### config.mk
export PLATFORM = sky130hd
export DESIGN_NAME = kv_record_stream_walker_top
export DESIGN_NICKNAME = d
export VERILOG_FILES = /design/src/rtl/kvw_pkg.sv /design/src/rtl/kvw_front.sv /design/src/rtl/kvw_queue.sv /design/src/rtl/kv_record_stream_walker_top.sv
export VERILOG_INCLUDE_DIRS = /design/src /design/src/rtl
export SDC_FILE = /design/constraint.sdc
export NUM_CORES = 1
export LEC_CHECK = 0
export BUFFER_PORTS_ARGS = -buffer_cell sky130_fd_sc_hd__buf_2
export CORE_MARGIN = 2
export CORE_UTILIZATION = 60
export DETAILED_ROUTE_END_ITERATION = 10
export GPL_ROUTABILITY_DRIVEN = 1
export PLACE_DENSITY = 0.85
export SLEW_MARGIN = 20
export SYNTH_ARGS = -nofsm -noshare
export SYNTH_HDL_FRONTEND = slang
export SYNTH_SLANG_ARGS = --single-unit
### constraint.sdc
create_clock -name clk -period 5.18 [get_ports clk]
set_input_delay 0.777 -clock clk [delete_from_list [all_inputs] [get_ports clk]]
set_output_delay 0.777 -clock clk [all_outputs]
set_load 0.01 [all_outputs]
### src/rtl/kv_record_stream_walker_top_macros.svh
// ----------------------------------------------------------------------------
// kv_record_stream_walker_top_macros.svh
// Assertion macros used by the record walker top level.
// ----------------------------------------------------------------------------
`ifndef KV_RECORD_STREAM_WALKER_TOP_MACROS_SVH
`define KV_RECORD_STREAM_WALKER_TOP_MACROS_SVH

// same-cycle implication, sampled on clk, off during reset
`define KVW_ASSERT_IMPL(label, ante, cons, msg) \
	label: assert property (@(posedge clk) disable iff (!arst_n) (ante) |-> (cons)) \
		else $error(msg);

// next-cycle implication, sampled on clk, off during reset
`define KVW_ASSERT_NEXT(label, ante, cons, msg) \
	label: assert property (@(posedge clk) disable iff (!arst_n) (ante) |=> (cons)) \
		else $error(msg);

`endif

### src/rtl/kvw_pkg.sv
// ----------------------------------------------------------------------------
// kvw_pkg
// Shared constants and types of the key/value record walker.
// ----------------------------------------------------------------------------
`timescale 1ns / 1ps

package kvw_pkg;

	localparam int LENGTH_BITS  = 26;
	localparam int FLAG_BIT     = 31;
	localparam int OFFSET_BITS  = 24;
	localparam int KEY_BITS     = 16;
	localparam int COUNT_BITS   = 16;
	localparam int CNT_BITS     = 16;

	localparam int HDR_BYTES    = 4;
	localparam int KEYLEN_BYTES = 2;
	localparam int MIN_OVERHEAD = 8;

	// header byte (0 = first) and bit within it that carry the flag
	localparam int FLAG_BYTE    = (31 - FLAG_BIT) / 8;
	localparam int FLAG_POS     = FLAG_BIT % 8;

	localparam int CMP_BITS     = ((LENGTH_BITS > KEY_BITS) ? LENGTH_BITS : KEY_BITS) + 1;

	localparam int QUEUE_DEPTH  = 4;
	localparam int QPTR_BITS    = $clog2(QUEUE_DEPTH);

	typedef enum logic [1:0] {
		KIND_DESC = 2'd0,
		KIND_OK   = 2'd1,
		KIND_ERR  = 2'd2
	} kind_t;

	localparam logic [1:0] ERR_NONE  = 2'd0;
	localparam logic [1:0] ERR_OVER  = 2'd1;
	localparam logic [1:0] ERR_SHORT = 2'd2;
	localparam logic [1:0] ERR_TERM  = 2'd3;

	typedef struct packed {
		kind_t                    kind;
		logic [OFFSET_BITS-1:0]   record_offset;
		logic [KEY_BITS-1:0]      key_length;
		logic [LENGTH_BITS-1:0]   data_length;
		logic                     pair_flag;
		logic [COUNT_BITS-1:0]    record_count;
		logic [1:0]               error_code;
		logic                     final_result;
	} result_t;

	typedef struct packed {
		logic full;
		logic empty;
	} queue_status_t;

endpackage

### src/rtl/kvw_front.sv
// ----------------------------------------------------------------------------
// kvw_front
// Byte parser: takes one message byte per cycle unless the queue is full,
// tracks record fields and sends descriptors and closing status to the queue.
// ----------------------------------------------------------------------------
`timescale 1ns / 1ps

module kvw_front import kvw_pkg::*; (
	input  logic          clk,
	input  logic          arst_n,
	input  logic          push,
	input  logic [7:0]    data_byte,
	input  logic          end_of_message,
	input  queue_status_t qstat,
	output logic          wr_en,
	output result_t       wr_data
);

	typedef enum logic [2:0] {
		PH_HEADER,
		PH_KEYLEN,
		PH_KEY,
		PH_TERM,
		PH_BODY,
		PH_ERROR
	} phase_t;

	phase_t                 phase_q,  phase_n;
	logic [CNT_BITS-1:0]    cnt_q,    cnt_n;
	logic [LENGTH_BITS-1:0] len_q,    len_n;
	logic [KEY_BITS-1:0]    key_q,    key_n;
	logic                   flag_q,   flag_n;
	logic [OFFSET_BITS-1:0] start_q,  start_n;
	logic [OFFSET_BITS-1:0] pos_q,    pos_n;
	logic [COUNT_BITS-1:0]  good_q,   good_n;
	logic [1:0]             err_q,    err_n;

	logic                   accept;
	logic                   produce;
	result_t                res;
	logic [CNT_BITS-1:0]    cnt_inc;
	logic [LENGTH_BITS-1:0] dlen;
	logic                   msg_ok;

	assign accept  = push && !qstat.full;
	assign cnt_inc = cnt_q + CNT_BITS'(1);
	assign dlen    = len_q - LENGTH_BITS'(key_q) - LENGTH_BITS'(MIN_OVERHEAD);

	always_comb begin
		phase_n = phase_q;
		cnt_n   = cnt_q;
		len_n   = len_q;
		key_n   = key_q;
		flag_n  = flag_q;
		start_n = start_q;
		good_n  = good_q;
		err_n   = err_q;
		produce = 1'b0;
		res     = '0;
		msg_ok  = 1'b0;

		case (phase_q)
			PH_HEADER: begin
				if (cnt_q == '0) begin
					start_n = pos_q;
				end
				len_n = {len_q[LENGTH_BITS-9:0], data_byte};
				if (cnt_q == CNT_BITS'(FLAG_BYTE)) begin
					flag_n = data_byte[FLAG_POS];
				end
				cnt_n = cnt_inc;
				if (cnt_inc >= CNT_BITS'(HDR_BYTES)) begin
					cnt_n   = '0;
					key_n   = '0;
					phase_n = PH_KEYLEN;
				end
			end
			PH_KEYLEN: begin
				key_n = {key_q[KEY_BITS-9:0], data_byte};
				cnt_n = cnt_inc;
				if (cnt_inc >= CNT_BITS'(KEYLEN_BYTES)) begin
					cnt_n = '0;
					if (CMP_BITS'(len_q) < CMP_BITS'(key_n) + CMP_BITS'(MIN_OVERHEAD)) begin
						if (err_q == ERR_NONE) begin
							err_n = ERR_SHORT;
						end
						phase_n = PH_ERROR;
					end else if (key_n == '0) begin
						phase_n = PH_TERM;
					end else begin
						phase_n = PH_KEY;
					end
				end
			end
			PH_KEY: begin
				cnt_n = cnt_inc;
				if (cnt_inc == CNT_BITS'(key_q)) begin
					cnt_n   = '0;
					phase_n = PH_TERM;
				end
			end
			PH_TERM: begin
				if (data_byte != 8'd0) begin
					if (err_q == ERR_NONE) begin
						err_n = ERR_TERM;
					end
					phase_n = PH_ERROR;
				end else begin
					produce           = 1'b1;
					res.kind          = KIND_DESC;
					res.record_offset = start_q;
					res.key_length    = key_q;
					res.data_length   = dlen;
					res.pair_flag     = flag_q;
					res.record_count  = good_q;
					len_n             = dlen + LENGTH_BITS'(1);
					phase_n           = PH_BODY;
				end
			end
			PH_BODY: begin
				len_n = len_q - LENGTH_BITS'(1);
				if (len_q == LENGTH_BITS'(1)) begin
					if (good_q != {COUNT_BITS{1'b1}}) begin
						good_n = good_q + COUNT_BITS'(1);
					end
					phase_n = PH_HEADER;
					cnt_n   = '0;
				end
			end
			default: begin
			end
		endcase

		pos_n = pos_q + OFFSET_BITS'(1);

		if (end_of_message) begin
			msg_ok           = (phase_n == PH_HEADER) && (cnt_n == '0) && (err_n == ERR_NONE);
			produce          = 1'b1;
			res              = '0;
			res.kind         = msg_ok ? KIND_OK : KIND_ERR;
			res.error_code   = msg_ok ? ERR_NONE : ((err_n != ERR_NONE) ? err_n : ERR_OVER);
			res.record_count = good_n;
			res.final_result = 1'b1;
			phase_n          = PH_HEADER;
			cnt_n            = '0;
			len_n            = '0;
			key_n            = '0;
			flag_n           = 1'b0;
			start_n          = '0;
			pos_n            = '0;
			good_n           = '0;
			err_n            = ERR_NONE;
		end
	end

	assign wr_en   = accept && produce;
	assign wr_data = res;

	always_ff @(posedge clk or negedge arst_n) begin
		if (!arst_n) begin
			phase_q <= PH_HEADER;
			cnt_q   <= '0;
			len_q   <= '0;
			key_q   <= '0;
			flag_q  <= 1'b0;
			start_q <= '0;
			pos_q   <= '0;
			good_q  <= '0;
			err_q   <= ERR_NONE;
		end else if (accept) begin
			phase_q <= phase_n;
			cnt_q   <= cnt_n;
			len_q   <= len_n;
			key_q   <= key_n;
			flag_q  <= flag_n;
			start_q <= start_n;
			pos_q   <= pos_n;
			good_q  <= good_n;
			err_q   <= err_n;
		end
	end

endmodule

### src/rtl/kvw_queue.sv
// ----------------------------------------------------------------------------
// kvw_queue
// Short result queue between the parser and the result port.
// ----------------------------------------------------------------------------
`timescale 1ns / 1ps

module kvw_queue import kvw_pkg::*; (
	input  logic          clk,
	input  logic          arst_n,
	input  logic          wr_en,
	input  result_t       wr_data,
	input  logic          rd_en,
	output result_t       rd_data,
	output queue_status_t qstat
);

	result_t              entry_q [QUEUE_DEPTH];
	logic [QPTR_BITS-1:0] wptr_q;
	logic [QPTR_BITS-1:0] rptr_q;
	logic [QPTR_BITS:0]   count_q;
	logic                 do_wr;
	logic                 do_rd;

	assign qstat.full  = (count_q == (QPTR_BITS+1)'(QUEUE_DEPTH));
	assign qstat.empty = (count_q == '0);
	assign do_wr       = wr_en && !qstat.full;
	assign do_rd       = rd_en && !qstat.empty;
	assign rd_data     = entry_q[rptr_q];

	always_ff @(posedge clk) begin
		if (do_wr) begin
			entry_q[wptr_q] <= wr_data;
		end
	end

	always_ff @(posedge clk or negedge arst_n) begin
		if (!arst_n) begin
			wptr_q  <= '0;
			rptr_q  <= '0;
			count_q <= '0;
		end else begin
			if (do_wr) begin
				wptr_q <= wptr_q + QPTR_BITS'(1);
			end
			if (do_rd) begin
				rptr_q <= rptr_q + QPTR_BITS'(1);
			end
			case ({do_wr, do_rd})
				2'b10:   count_q <= count_q + (QPTR_BITS+1)'(1);
				2'b01:   count_q <= count_q - (QPTR_BITS+1)'(1);
				default: count_q <= count_q;
			endcase
		end
	end

endmodule

### src/rtl/kv_record_stream_walker_top.sv
// ----------------------------------------------------------------------------
// kv_record_stream_walker_top
// Key/value record walker: one message byte in, record descriptors and a
// closing status per message out.
// ----------------------------------------------------------------------------
// The walker takes one byte per clock while full is low; every byte is
// parsed in the cycle it is accepted, and a descriptor or closing status it
// causes is written into the result queue and reaches the result ports once all
// results ahead of it are popped. Results wait in a four-entry queue, so the
// input keeps running while the consumer stalls; full rises only once four
// results are waiting, independent of pop in the same cycle. A closing status
// (final_result high) ends each message and the walker starts the next one from offset zero.
`timescale 1ns / 1ps

`include "kv_record_stream_walker_top_macros.svh"

module kv_record_stream_walker_top import kvw_pkg::*; (
	input  logic                   clk,
	input  logic                   arst_n,
	input  logic                   push,
	output logic                   full,
	input  logic [7:0]             data_byte,
	input  logic                   end_of_message,
	output logic                   empty,
	input  logic                   pop,
	output logic [1:0]             kind,
	output logic [OFFSET_BITS-1:0] record_offset,
	output logic [KEY_BITS-1:0]    key_length,
	output logic [LENGTH_BITS-1:0] data_length,
	output logic                   pair_flag,
	output logic [COUNT_BITS-1:0]  record_count,
	output logic [1:0]             error_code,
	output logic                   final_result
);

	queue_status_t qstat;
	logic          wr_en;
	result_t       wr_data;
	result_t       rd_data;

	kvw_front u_front (
		.clk            (clk),
		.arst_n         (arst_n),
		.push           (push),
		.data_byte      (data_byte),
		.end_of_message (end_of_message),
		.qstat          (qstat),
		.wr_en          (wr_en),
		.wr_data        (wr_data)
	);

	kvw_queue u_queue (
		.clk     (clk),
		.arst_n  (arst_n),
		.wr_en   (wr_en),
		.wr_data (wr_data),
		.rd_en   (pop),
		.rd_data (rd_data),
		.qstat   (qstat)
	);

	assign full          = qstat.full;
	assign empty         = qstat.empty;
	assign kind          = rd_data.kind;
	assign record_offset = rd_data.record_offset;
	assign key_length    = rd_data.key_length;
	assign data_length   = rd_data.data_length;
	assign pair_flag     = rd_data.pair_flag;
	assign record_count  = rd_data.record_count;
	assign error_code    = rd_data.error_code;
	assign final_result  = rd_data.final_result;

	`KVW_ASSERT_IMPL(a_desc_clean, !empty && kind == KIND_DESC, !final_result && error_code == ERR_NONE, "descriptor carries status fields")
	`KVW_ASSERT_IMPL(a_final_kind, !empty && final_result, kind == KIND_OK || kind == KIND_ERR, "closing status with descriptor kind")
	`KVW_ASSERT_IMPL(a_err_code, !empty && kind == KIND_ERR, error_code != ERR_NONE, "error status without error code")
	`KVW_ASSERT_NEXT(a_eom_result, push && !full && end_of_message, !empty, "message end produced no result")

endmodule

==> results.json <==
{
  "hold_class": "input port to asynchronous set/reset pin",
  "cts.path.max_buffers": 3,
  "synth-compound-area-share": 0.09798,
  "cp_data_required_time_ns": 5.67,
  "fin_tns_setup_ns": 0,
  "rr_worst_depth": 13,
  "p_total_mw": 19.00,
  "period_needed_ns": 4.427,
  "synthArstFlopShare": 0.2772,
  "clock_skew_ns": 0.03011,
  "fp-row-count": 73,
  "dp_hpwl_um": 41280,
  "vias_per_cell": 6.626,
  "critPathCaptureType": "flop",
  "maxClockFrequency_mhz": 225.9,
  "layout.cells.non_filler": 2540,
  "num_vias": 16830,
  "clkTransAtPathRegs_ns": 0.06,
  "drive_gt1_frac": 0.1639,
  "grt_pass1_wl_um": 96480,
  "ios": 103,
  "antenna_found_initial": 1,
  "grt_util_all_layers": 0.3022,
  "htree_levels": 2,
  "ys_types": 86,
  "area_growth_pct": 10.47,
  "synth_edf_count": 352,
  "synthCells": 1918,
  "reg2reg_slack_ns": 0.75,
  "setup_violations": 0,
  "critPathMaxFanout": 10,
  "placedInstanceArea_um2": 25200,
  "cts_hold_buf": 0,
  "grt_max_degree": 87,
  "grt_pass1_vias": 16550,
  "dp.cells": 2454,
  "yosys.area_share.xor_xnor": 0.04183,
  "syn_area_um2": 24200,
  "ys_seq_elements": 487,
  "seq_area_frac_synth": 0.5764,
  "cts_setup_buffers": 0,
  "final_nets": 2055,
  "synth_nets": 1995,
  "die_y_um": 204.8,
  "crit_end": "u_front.len_q[22]",
  "worst_slew_pin_slew_ns": 1.108,
  "power.density_nw_per_um2": 710.7,
  "final.period_utilization": 0.8547,
  "nFillCells": 2691,
  "wl_per_cell_um": 24.56,
  "drcViolationCount": 0,
  "die_area_um2": 41960,
  "drt-pass1-iter-count": 6,
  "drt_iter0_drc": 1990,
  "fin_area_um2": 26730,
  "yosys-mux-area-fraction": 0.08614,
  "startpoint_type": "flop",
  "status": "complete, no violations",
  "place.gp.congestion": 0.9729,
  "irDropWorstVdd_v": 0.0006521,
  "leakagePower_nw": 10.07,
  "syn_avg_cell_area_um2": 12.62,
  "r2r-end": "u_front.len_q[22]",
  "crit_arrival_ns": 4.92,
  "cts_resized": 0,
  "synth_fa_ha_area_frac": 0.03412,
  "yosys_warnings": 0,
  "tritoncts": "yes",
  "grt.overflow.total": 0,
  "start_util": 0.6091,
  "ant_nets": 0,
  "cap_violations": 0,
  "root_buffer": "clkbuf_16",
  "routed_wl_um": 62380,
  "clkLatencyLatePin_ns": 0.58,
  "rsz0062_at_grt": "false",
  "crit_type": "flop to flop",
  "drv_slew": 0,
  "relSlewSlack": 0.2602,
  "hold_viol": 0,
  "core_um2": 39730,
  "clock-sinks": 487,
  "port_buffers": 102,
  "synth-simple-area-share": 0.1333,
  "crit_start": "u_front.key_q[2]",
  "fp.dieW_um": 204.8,
  "rr_startpoint": "u_front.key_q[2]",
  "cts_made_buffers": 47,
  "synth_flop_cell": "edfxtp_1",
  "synth_top_family_by_area": "simple AND/OR/NAND/NOR gates"
}
report_power, final:
part / internal, mW / switching, mW
clock: 1.96 / 1.44
combinational: 3.89 / 6.21
sequential: 4.72 / 0.785
total: 10.6 / 8.43
kinds of logic after synthesis:
kind of cell | Yosys count
muxes | 98
and+or+nand+nor | 616
AOI/OAI and AO/OA | 352
xor gates and xnor gates | 114
DFF | 487
buffers and inverters | 186
adders and majority gates | 65
metal layers:
layer	up-vias	track usage	share of wire
met1	8348	0.4298	0.40
met5	-	0	0
met2	956	0.4873	0.49
li1	7373	-	-
met4	0	0.09394	0.029
met3	154	0.04248	0.088
final cells by class:
| class | instances | area, µm² | share of cell area |
|---|---|---|---|
| repair buffers | 129 | 782.0 | 0.02925 |
| diodes | 1 | 2.502 | 0.00009361 |
| flip-flops and latches | 487 | 13960 | 0.5220 |
| clock buffers | 64 | 1301 | 0.04868 |
| multi-input cells | 1245 | 9554 | 0.3574 |
| clock inverters | 21 | 225.2 | 0.008425 |
| well taps | 525 | 656.9 | 0.02457 |
| inverters | 68 | 255.2 | 0.009548 |
worst min path at each step:
stage | startpoint | endpoint | slack (ns)
global placement | u_queue.count_q[2] | u_queue.count_q[2] | 0.47
finish | arst_n | u_front.good_q[8] | 0.27
floorplan | u_queue.count_q[2] | u_queue.count_q[2] | 0.46
detailed placement | u_front.start_q[8] | u_front.start_q[8] | 0.49
global route | arst_n | u_front.good_q[8] | 0.34
CTS | arst_n | u_front.good_q[8] | 0.33
synthesized netlist by cell type (58+ instances only):
library cell  number  share of area
and2_1            63          0.016
nand2_1          128          0.020
xnor2_1           62          0.022
clkbuf_1          86          0.013
dfrtp_1          135           0.14
nor3_1            58          0.012
a21oi_1           90          0.019
inv_1             68          0.011
nor2_1           125          0.019
o21ai_0           67          0.014
mux4_2            88          0.082
edfxtp_1         352           0.44
ha_1              62          0.032
critical path, cell delays in order, from the launching register on:
cell and delay [ns]:
dfrtp_1 0.59, inv_1 0.19, ha_1 0.34, inv_1 0.06, fa_1 0.46, nand2b_2 0.22
a211oi_2 0.44, o21ai_1 0.15, xnor2_1 0.49, nand2_1 0.22, nor4_4 0.37, nand3_2 0.21
or4_1 0.49, nand3_1 0.11
through the flow:
stage                     setup WS (ns)  hold slack, ns    util
after detailed placement         0.9179          0.4869  0.6344
final                            0.7526          0.2711  0.6728
after global placement            1.026          0.4736  0.6344
after global routing             0.5167          0.3438  0.6728
after floorplan                  0.5293          0.4560       -
after CTS                        0.8631          0.3269  0.6728
cells in the final DEF (no fill, tap or decap), drive strengths merged, types with 21 or more instances in the layout:
cell and count:
xnor2 62, buf 129, mux4 88, or3 26, nand3 60, clkbuf 64, edfxtp 352, nor3 58
a22o 46, nand4 33, xor2 51, nand2 128, inv 69, a21o 21, nor2 129, a21oi 94
ha 62, dfrtp 135, and2 63, o21ai 82, nor4 34
registers in the layout (all words and copies together) (netlist names), 16 cells and up:
signal,count
u_front.cnt_q,16
u_front.good_q,16
u_front.key_q,16
u_front.len_q,26
u_front.pos_q,24
u_front.start_q,24
u_queue.entry_q,352
Note: power is estimated with default switching activity, not from simulation.
